`config.mk`:
```
export PLATFORM = sky130hd
export DESIGN_NAME = dmma_controller
export DESIGN_NICKNAME = d
export VERILOG_FILES = /design/src/dmma_pkg.sv /design/src/dmma_controller.sv
export VERILOG_INCLUDE_DIRS = /design/src /design/src/src
export SDC_FILE = /design/constraint.sdc
export NUM_CORES = 1
export LEC_CHECK = 0
export BUFFER_PORTS_ARGS = -buffer_cell sky130_fd_sc_hd__buf_2
export CAP_MARGIN = 25
export CORE_AREA = 2 2 70 72
export DETAILED_ROUTE_END_ITERATION = 6
export DIE_AREA = 0 0 72 74
export PLACE_DENSITY = 0.88
export RECOVER_POWER = 25
export SLEW_MARGIN = 20
export SYNTH_ARGS = -nofsm -noshare
export SYNTH_HDL_FRONTEND = slang
export SYNTH_SLANG_ARGS = --single-unit
```
`constraint.sdc`:
```
create_clock -name clk_i -period 3.35 [get_ports clk_i]
set_input_delay 0.335 -clock clk_i [delete_from_list [all_inputs] [get_ports clk_i]]
set_output_delay 0.335 -clock clk_i [all_outputs]
set_load 0.05 [all_outputs]
```
`src/dense_matrix_multiply_accumulate_unit_assert.svh`:
```
// ----------------------------------------------------------------------------
// dense matrix multiply accumulate unit assertion macros
// concurrent checks on clk_i; DMMA_ASSERT is disabled while rst_ni is low
// ----------------------------------------------------------------------------
`ifndef DENSE_MATRIX_MULTIPLY_ACCUMULATE_UNIT_ASSERT_SVH
`define DENSE_MATRIX_MULTIPLY_ACCUMULATE_UNIT_ASSERT_SVH
`ifndef SYNTH
`define DMMA_ASSERT(name, prop, msg) \
  name: assert property (@(posedge clk_i) disable iff (!rst_ni) prop) else $error(msg);
`define DMMA_ASSERT_ALWAYS(name, prop, msg) \
  name: assert property (@(posedge clk_i) prop) else $error(msg);
`else
`define DMMA_ASSERT(name, prop, msg)
`define DMMA_ASSERT_ALWAYS(name, prop, msg)
`endif
`endif

```
`src/dmma_pkg.sv`:
```
// ----------------------------------------------------------------------------
// dmma_pkg
// shared types, codes and arithmetic helpers of the matrix multiply unit
// ----------------------------------------------------------------------------
`default_nettype none
package dmma_pkg;

  localparam int DATA_W    = 32;
  localparam int ACC_W     = 64;
  localparam int DIM_W     = 5;
  localparam int IDX_W     = 4;
  localparam int CMD_W     = 3;
  localparam int CFG_IDX_W = 3;
  localparam int WIDE_IDX_W = 9;
  localparam int DEF_MAX_M = 16;
  localparam int DEF_MAX_K = 16;
  localparam int DEF_MAX_N = 16;

  typedef enum logic [CMD_W-1:0] {
    CMD_WRITE_A = 3'd0,
    CMD_WRITE_B = 3'd1,
    CMD_WRITE_C = 3'd2,
    CMD_COMPUTE = 3'd3,
    CMD_READ_C  = 3'd4
  } cmd_e;

  typedef enum logic [CFG_IDX_W-1:0] {
    CFG_ROWS_M  = 3'd0,
    CFG_INNER_K = 3'd1,
    CFG_COLS_N  = 3'd2,
    CFG_ALPHA   = 3'd3,
    CFG_BETA    = 3'd4
  } cfg_idx_e;

  typedef enum logic [3:0] {
    OP_NONE,
    OP_WA,
    OP_WB,
    OP_WC,
    OP_RDC,
    OP_CLR,
    OP_MAC,
    OP_DOT,
    OP_MA,
    OP_MB,
    OP_WR,
    OP_LDRD,
    OP_LDDONE
  } op_e;

  typedef struct packed {
    op_e              op;
    logic [DIM_W-1:0] i;
    logic [DIM_W-1:0] j;
    logic [DIM_W-1:0] l;
  } dp_ctrl_t;

  typedef struct packed {
    logic out_free;
  } dp_status_t;

  function automatic logic signed [ACC_W-1:0] sat_add64(
    input logic signed [ACC_W-1:0] x,
    input logic signed [ACC_W-1:0] y
  );
    logic signed [ACC_W:0] s;
    s = {x[ACC_W-1], x} + {y[ACC_W-1], y};
    if (s[ACC_W] != s[ACC_W-1]) begin
      sat_add64 = s[ACC_W] ? {1'b1, {(ACC_W-1){1'b0}}} : {1'b0, {(ACC_W-1){1'b1}}};
    end else begin
      sat_add64 = s[ACC_W-1:0];
    end
  endfunction

  function automatic logic signed [DATA_W-1:0] shr16_sat32(
    input logic signed [ACC_W-1:0] x
  );
    logic signed [ACC_W-17:0] t;
    t = x[ACC_W-1:16];
    if (t[ACC_W-17:DATA_W-1] != {(ACC_W-16-DATA_W+1){t[DATA_W-1]}}) begin
      shr16_sat32 = t[ACC_W-17] ? {1'b1, {(DATA_W-1){1'b0}}} : {1'b0, {(DATA_W-1){1'b1}}};
    end else begin
      shr16_sat32 = t[DATA_W-1:0];
    end
  endfunction

endpackage
`default_nettype wire

```
`src/dmma_controller.sv`:
```
// ----------------------------------------------------------------------------
// dmma_controller
// command decode and sequencer over the entries of c and the inner dimension
// ----------------------------------------------------------------------------
`default_nettype none
`include "dense_matrix_multiply_accumulate_unit_assert.svh"
module dmma_controller import dmma_pkg::*; #(
  parameter int MAX_M = DEF_MAX_M,
  parameter int MAX_K = DEF_MAX_K,
  parameter int MAX_N = DEF_MAX_N
) (
  input  wire logic                 clk_i,
  input  wire logic                 rst_ni,
  input  wire logic                 in_valid_i,
  output logic                      in_stall_o,
  input  wire logic [CMD_W-1:0]     cmd_i,
  input  wire logic                 cfg_we_i,
  input  wire logic [CFG_IDX_W-1:0] cfg_idx_i,
  input  wire logic [DATA_W-1:0]    cfg_data_i,
  output dp_ctrl_t                  ctrl_o,
  input  wire dp_status_t           status_i
);

  typedef enum logic [3:0] {
    S_IDLE, S_CLR, S_MAC, S_DRAIN, S_DOT, S_MA, S_MB, S_WR, S_RD, S_DONE
  } state_e;

  state_e           state_q;
  logic [DIM_W-1:0] rows_q, inner_q, cols_q;
  logic [DIM_W-1:0] m_eff, k_eff, n_eff;
  logic [DIM_W-1:0] i_q, j_q, l_q;
  logic             drain_q;
  logic             in_acc;

  assign m_eff = (WIDE_IDX_W'(rows_q) > WIDE_IDX_W'(MAX_M))  ? DIM_W'(MAX_M) : rows_q;
  assign k_eff = (WIDE_IDX_W'(inner_q) > WIDE_IDX_W'(MAX_K)) ? DIM_W'(MAX_K) : inner_q;
  assign n_eff = (WIDE_IDX_W'(cols_q) > WIDE_IDX_W'(MAX_N))  ? DIM_W'(MAX_N) : cols_q;

  assign in_stall_o = state_q != S_IDLE;
  assign in_acc     = in_valid_i && !in_stall_o;

  always_ff @(posedge clk_i or negedge rst_ni) begin
    if (!rst_ni) begin
      rows_q  <= DIM_W'(16);
      inner_q <= DIM_W'(16);
      cols_q  <= DIM_W'(16);
    end else if (cfg_we_i) begin
      case (cfg_idx_i)
        CFG_ROWS_M:  rows_q  <= cfg_data_i[DIM_W-1:0];
        CFG_INNER_K: inner_q <= cfg_data_i[DIM_W-1:0];
        CFG_COLS_N:  cols_q  <= cfg_data_i[DIM_W-1:0];
        default: ;
      endcase
    end
  end

  always_comb begin
    ctrl_o.op = OP_NONE;
    ctrl_o.i  = i_q;
    ctrl_o.j  = j_q;
    ctrl_o.l  = l_q;
    unique case (state_q)
      S_IDLE: begin
        if (in_acc) begin
          case (cmd_i)
            CMD_WRITE_A: ctrl_o.op = OP_WA;
            CMD_WRITE_B: ctrl_o.op = OP_WB;
            CMD_WRITE_C: ctrl_o.op = OP_WC;
            CMD_READ_C:  ctrl_o.op = OP_RDC;
            default: ;
          endcase
        end
      end
      S_CLR:   ctrl_o.op = OP_CLR;
      S_MAC:   ctrl_o.op = OP_MAC;
      S_DRAIN: ctrl_o.op = OP_NONE;
      S_DOT:   ctrl_o.op = OP_DOT;
      S_MA:    ctrl_o.op = OP_MA;
      S_MB:    ctrl_o.op = OP_MB;
      S_WR:    ctrl_o.op = OP_WR;
      S_RD:    ctrl_o.op = status_i.out_free ? OP_LDRD : OP_NONE;
      S_DONE:  ctrl_o.op = status_i.out_free ? OP_LDDONE : OP_NONE;
      default: ctrl_o.op = OP_NONE;
    endcase
  end

  always_ff @(posedge clk_i or negedge rst_ni) begin
    if (!rst_ni) begin
      state_q <= S_IDLE;
      i_q     <= '0;
      j_q     <= '0;
      l_q     <= '0;
      drain_q <= 1'b0;
    end else begin
      unique case (state_q)
        S_IDLE: begin
          if (in_acc && cmd_i == CMD_READ_C) begin
            state_q <= S_RD;
          end else if (in_acc && cmd_i == CMD_COMPUTE) begin
            i_q     <= '0;
            j_q     <= '0;
            state_q <= (m_eff == '0 || n_eff == '0) ? S_DONE : S_CLR;
          end
        end
        S_CLR: begin
          l_q     <= '0;
          drain_q <= 1'b0;
          state_q <= (k_eff == '0) ? S_DRAIN : S_MAC;
        end
        S_MAC: begin
          if (l_q == k_eff - 1'b1) begin
            state_q <= S_DRAIN;
          end else begin
            l_q <= l_q + 1'b1;
          end
        end
        S_DRAIN: begin
          drain_q <= 1'b1;
          if (drain_q) begin
            state_q <= S_DOT;
          end
        end
        S_DOT: state_q <= S_MA;
        S_MA:  state_q <= S_MB;
        S_MB:  state_q <= S_WR;
        S_WR: begin
          if (j_q == n_eff - 1'b1) begin
            j_q <= '0;
            if (i_q == m_eff - 1'b1) begin
              state_q <= S_DONE;
            end else begin
              i_q     <= i_q + 1'b1;
              state_q <= S_CLR;
            end
          end else begin
            j_q     <= j_q + 1'b1;
            state_q <= S_CLR;
          end
        end
        S_RD: begin
          if (status_i.out_free) begin
            state_q <= S_IDLE;
          end
        end
        S_DONE: begin
          if (status_i.out_free) begin
            state_q <= S_IDLE;
          end
        end
        default: state_q <= S_IDLE;
      endcase
    end
  end

  `DMMA_ASSERT(a_compute_start, (in_acc && cmd_i == CMD_COMPUTE) |=> (state_q == S_CLR || state_q == S_DONE), "compute did not start")
  `DMMA_ASSERT(a_mac_in_range, (state_q == S_MAC) |-> (l_q < k_eff), "inner index out of range")
  `DMMA_ASSERT(a_drain_len, (state_q == S_DRAIN && drain_q) |=> (state_q == S_DOT), "drain too long")
  `DMMA_ASSERT_ALWAYS(a_reset_idle, (!rst_ni) |-> (state_q == S_IDLE), "not idle in reset")

endmodule
`default_nettype wire

```
==> qor.yml <==
status:
  outcome: "complete, but fails checks"
  failed_checks: "capacitance limit, slew limit"
synth:
  yosysWarnings: 0
  syn_avg_cell_area_um2: 9.63
  synth_seq_cells: 35
  synth_top_area_share_pct: 34.6
  mappedNetlistArea_um2: 2310
  synth-main-ff-cell: "dfrtp_1"
  yosys.area.top_type: "dfrtp_1"
  ys_seq_area_share_pct: 38.0
  synth_edf_count: 0
  syn-instance-count: 240
  synth_nets: 289
  synthArstFlopShare_pct: 100
  synth_area_leaders: "dfrtp_1 35%, mux2_2 7.8%, dfstp_2 3.4%"
  ys_types: 52
place:
  place_congestion: 0.857
  io_buffers: 35
  hpwl_mm: 3.56
floorplanning:
  start_util_pct: 50.3
  core_area_um2: 4600
  die_height_um: 74
  pin_count: 63
  die-area_um2: 5330
  fp.dieW_um: 72
  num_rows: 25
clock_network:
  cts_setup_buffers: 0
  ctsResizeCount: 0
  insertion_delay_ps: 290
  cts_max_level: 2
  cts_buffer_depth: 2
  cts_sinks: 35
  ctsRootBufferMaster: "clkbuf_8"
  cts_tree: "done"
  clk_pin_slew_ps: 70
  cts_made_buffers: 5
  holdBufCountCts: 0
worst_hold_path:
  hold_start: "cfg_data_i[1]"
  holdPathStages: 2
  hp-class: "input pin to flip-flop"
  hold_end: "rows_q[1]$_DFFE_PN0P_"
sta:
  max_freq_mhz: 348
  fin_skew_ps: 4.72
  final.min_clock_period_ps: 2870
  slew-limit-headroom_pct: -21.9
  rsz0062_at_grt: "false"
  whs_ps: 314
  tightest_slew_ps: 1830
  drv_slew: 36
  final.period_utilization_pct: 85.8
  tns_ps: 0
  hold_viol: 0
  setup_viol: 0
drt:
  vias: 1963
  drt-total-wl_mm: 4.83
  ant_nets: 0
  wl_per_cell_um: 14.8
  first_iter_violations: 170
  drt_pass1_iterations: 4
  drcViolationCount: 0
  avgViaCountPerCell: 6.00
flow_run:
  maxCapViolations: 1
power:
  p_per_area_nw_per_um2: 988
  peakVddDrop_mv: 0.337
  p_leak_nw: 1.09
layout:
  synthToLayoutAreaGrowth_pct: 12.8
  drive_gt1_share_pct: 25.6
  layout_common_cells: "34 x buf_2, 32 x dfrtp_1, 20 x nor2_1, 16 x mux2_2, 15 x nand2_1"
  diodes: 0
  fillers: 384
  final_common_cell: "buf_2"
  fin_nets: 321
setup_path:
  critPathKind: "flip-flop to flip-flop"
  cp-end-kind: "flip-flop"
  reg2reg_depth: 8
  start_kind: "flip-flop"
  r2r_start: "cols_q[4]$_DFFE_PN1P_"
  worst_ep_required_time_ps: 3570
  reg2reg_to: "i_q[4]$_DFFE_PN0P_"
  critical_path_arrival_ps: 3090
  regToRegSetupSlack_ps: 480
  cp_max_fo: 10
grt:
  grt_pass1_vias: 1764
  grt_max_degree: 36
  grt_pass1_wl_mm: 7.90
  grt_use_total_pct: 19.0
  antenna_found_initial: 0
  overflow: 0
-- registers in the layout, summed over array words and instances (netlist names) --
signal   flops
cols_q       5
drain_q      1
i_q          5
inner_q      5
j_q          5
l_q          5
rows_q       5
state_q      4
-- where the power goes --
| group | switching [W] | total [W] | internal [W] |
|---|---|---|---|
| logic | 0.000916 | 0.00142 | 0.000509 |
| clock network | 0.000162 | 0.000307 | 0.000145 |
| registers | 0.000273 | 0.000846 | 0.000573 |
| total | 0.00135 | 0.00258 | 0.00123 |
-- cell families after synthesis --
family	Yosys count	share of synthesized area [%]
multiplexers	20	9.52
AO/OA/AOI/OAI	54	17.9
XOR/XNOR	16	6.06
flip-flops	35	38.0
adder cells (fa/ha/maj)	6	3.25
buffers and inverters	15	2.60
AND/OR/NAND/NOR	94	22.7
-- per-stage QoR --
step / instance area [µm²] / setup WS [ps] / total power (W) / utilization, % / std cells
finish: 2610 / 476 / 0.00258 / 56.7 / 327
global route: 2610 / 246 / 0.00276 / 56.7 / 327
CTS: 2600 / 493 / 0.00259 / 56.6 / 327
detailed placement: 2510 / 513 / 0.00227 / 54.7 / 319
global placement: 2510 / 607 / 0.00222 / 54.7 / 319
floorplan: 2310 / 812 / 0.00197 / - / 240
-- Yosys cell counts (5+ instances only) --
master     n
nand3_1    9
ha_1       6
o21ai_0    8
nand2_1   15
a21oi_1   10
clkbuf_1   6
mux2_2    16
inv_1      5
xor2_1     7
dfrtp_1   32
nor3_1     6
nand2b_1   9
nor2_1    20
xnor2_1    9
-- routing by layer --
metal,GRT usage [%],vias up,routed length [µm]
met2,30.0,51,2290
met5,0,-,0
met3,3.52,7,215
met1,25.2,943,2240
li1,-,962,-
met4,9.64,0,80
-- critical path, cell delays in order (launching register included) --
cell	delay (ps)
dfstp_2	630
or2b_1	170
ha_1	230
nor4b_1	460
a221oi_1	220
a311oi_2	390
o211ai_4	180
or3_1	370
a21oi_1	150
-- area by class of cell --
| type | instances | area (µm²) | share of cell area [%] |
|---|---|---|---|
| multi-input combinational | 190 | 1380 | 52.9 |
| clock buffer | 5 | 68.8 | 2.64 |
| clock inverter | 3 | 20.0 | 0.768 |
| inverter | 5 | 18.8 | 0.720 |
| tap | 54 | 67.6 | 2.59 |
| sequential | 35 | 880 | 33.7 |
| timing repair buffer | 35 | 174 | 6.67 |
-- how the worst max path moves through the flow --
| stage | from | endpoint | slack [ps] |
|---|---|---|---|
| global placement | cols_q[4]$_DFFE_PN1P_ | i_q[4]$_DFFE_PN0P_ | 610 |
| global route | cols_q[4]$_DFFE_PN1P_ | i_q[4]$_DFFE_PN0P_ | 250 |
| finish | cols_q[4]$_DFFE_PN1P_ | i_q[4]$_DFFE_PN0P_ | 480 |
| CTS | cols_q[4]$_DFFE_PN1P_ | i_q[4]$_DFFE_PN0P_ | 490 |
| floorplan | cols_q[4]$_DFFE_PN1P_ | i_q[3]$_DFFE_PN0P_ | 810 |
| detailed placement | cols_q[4]$_DFFE_PN1P_ | i_q[4]$_DFFE_PN0P_ | 510 |
(Power assumes the default switching activity.)
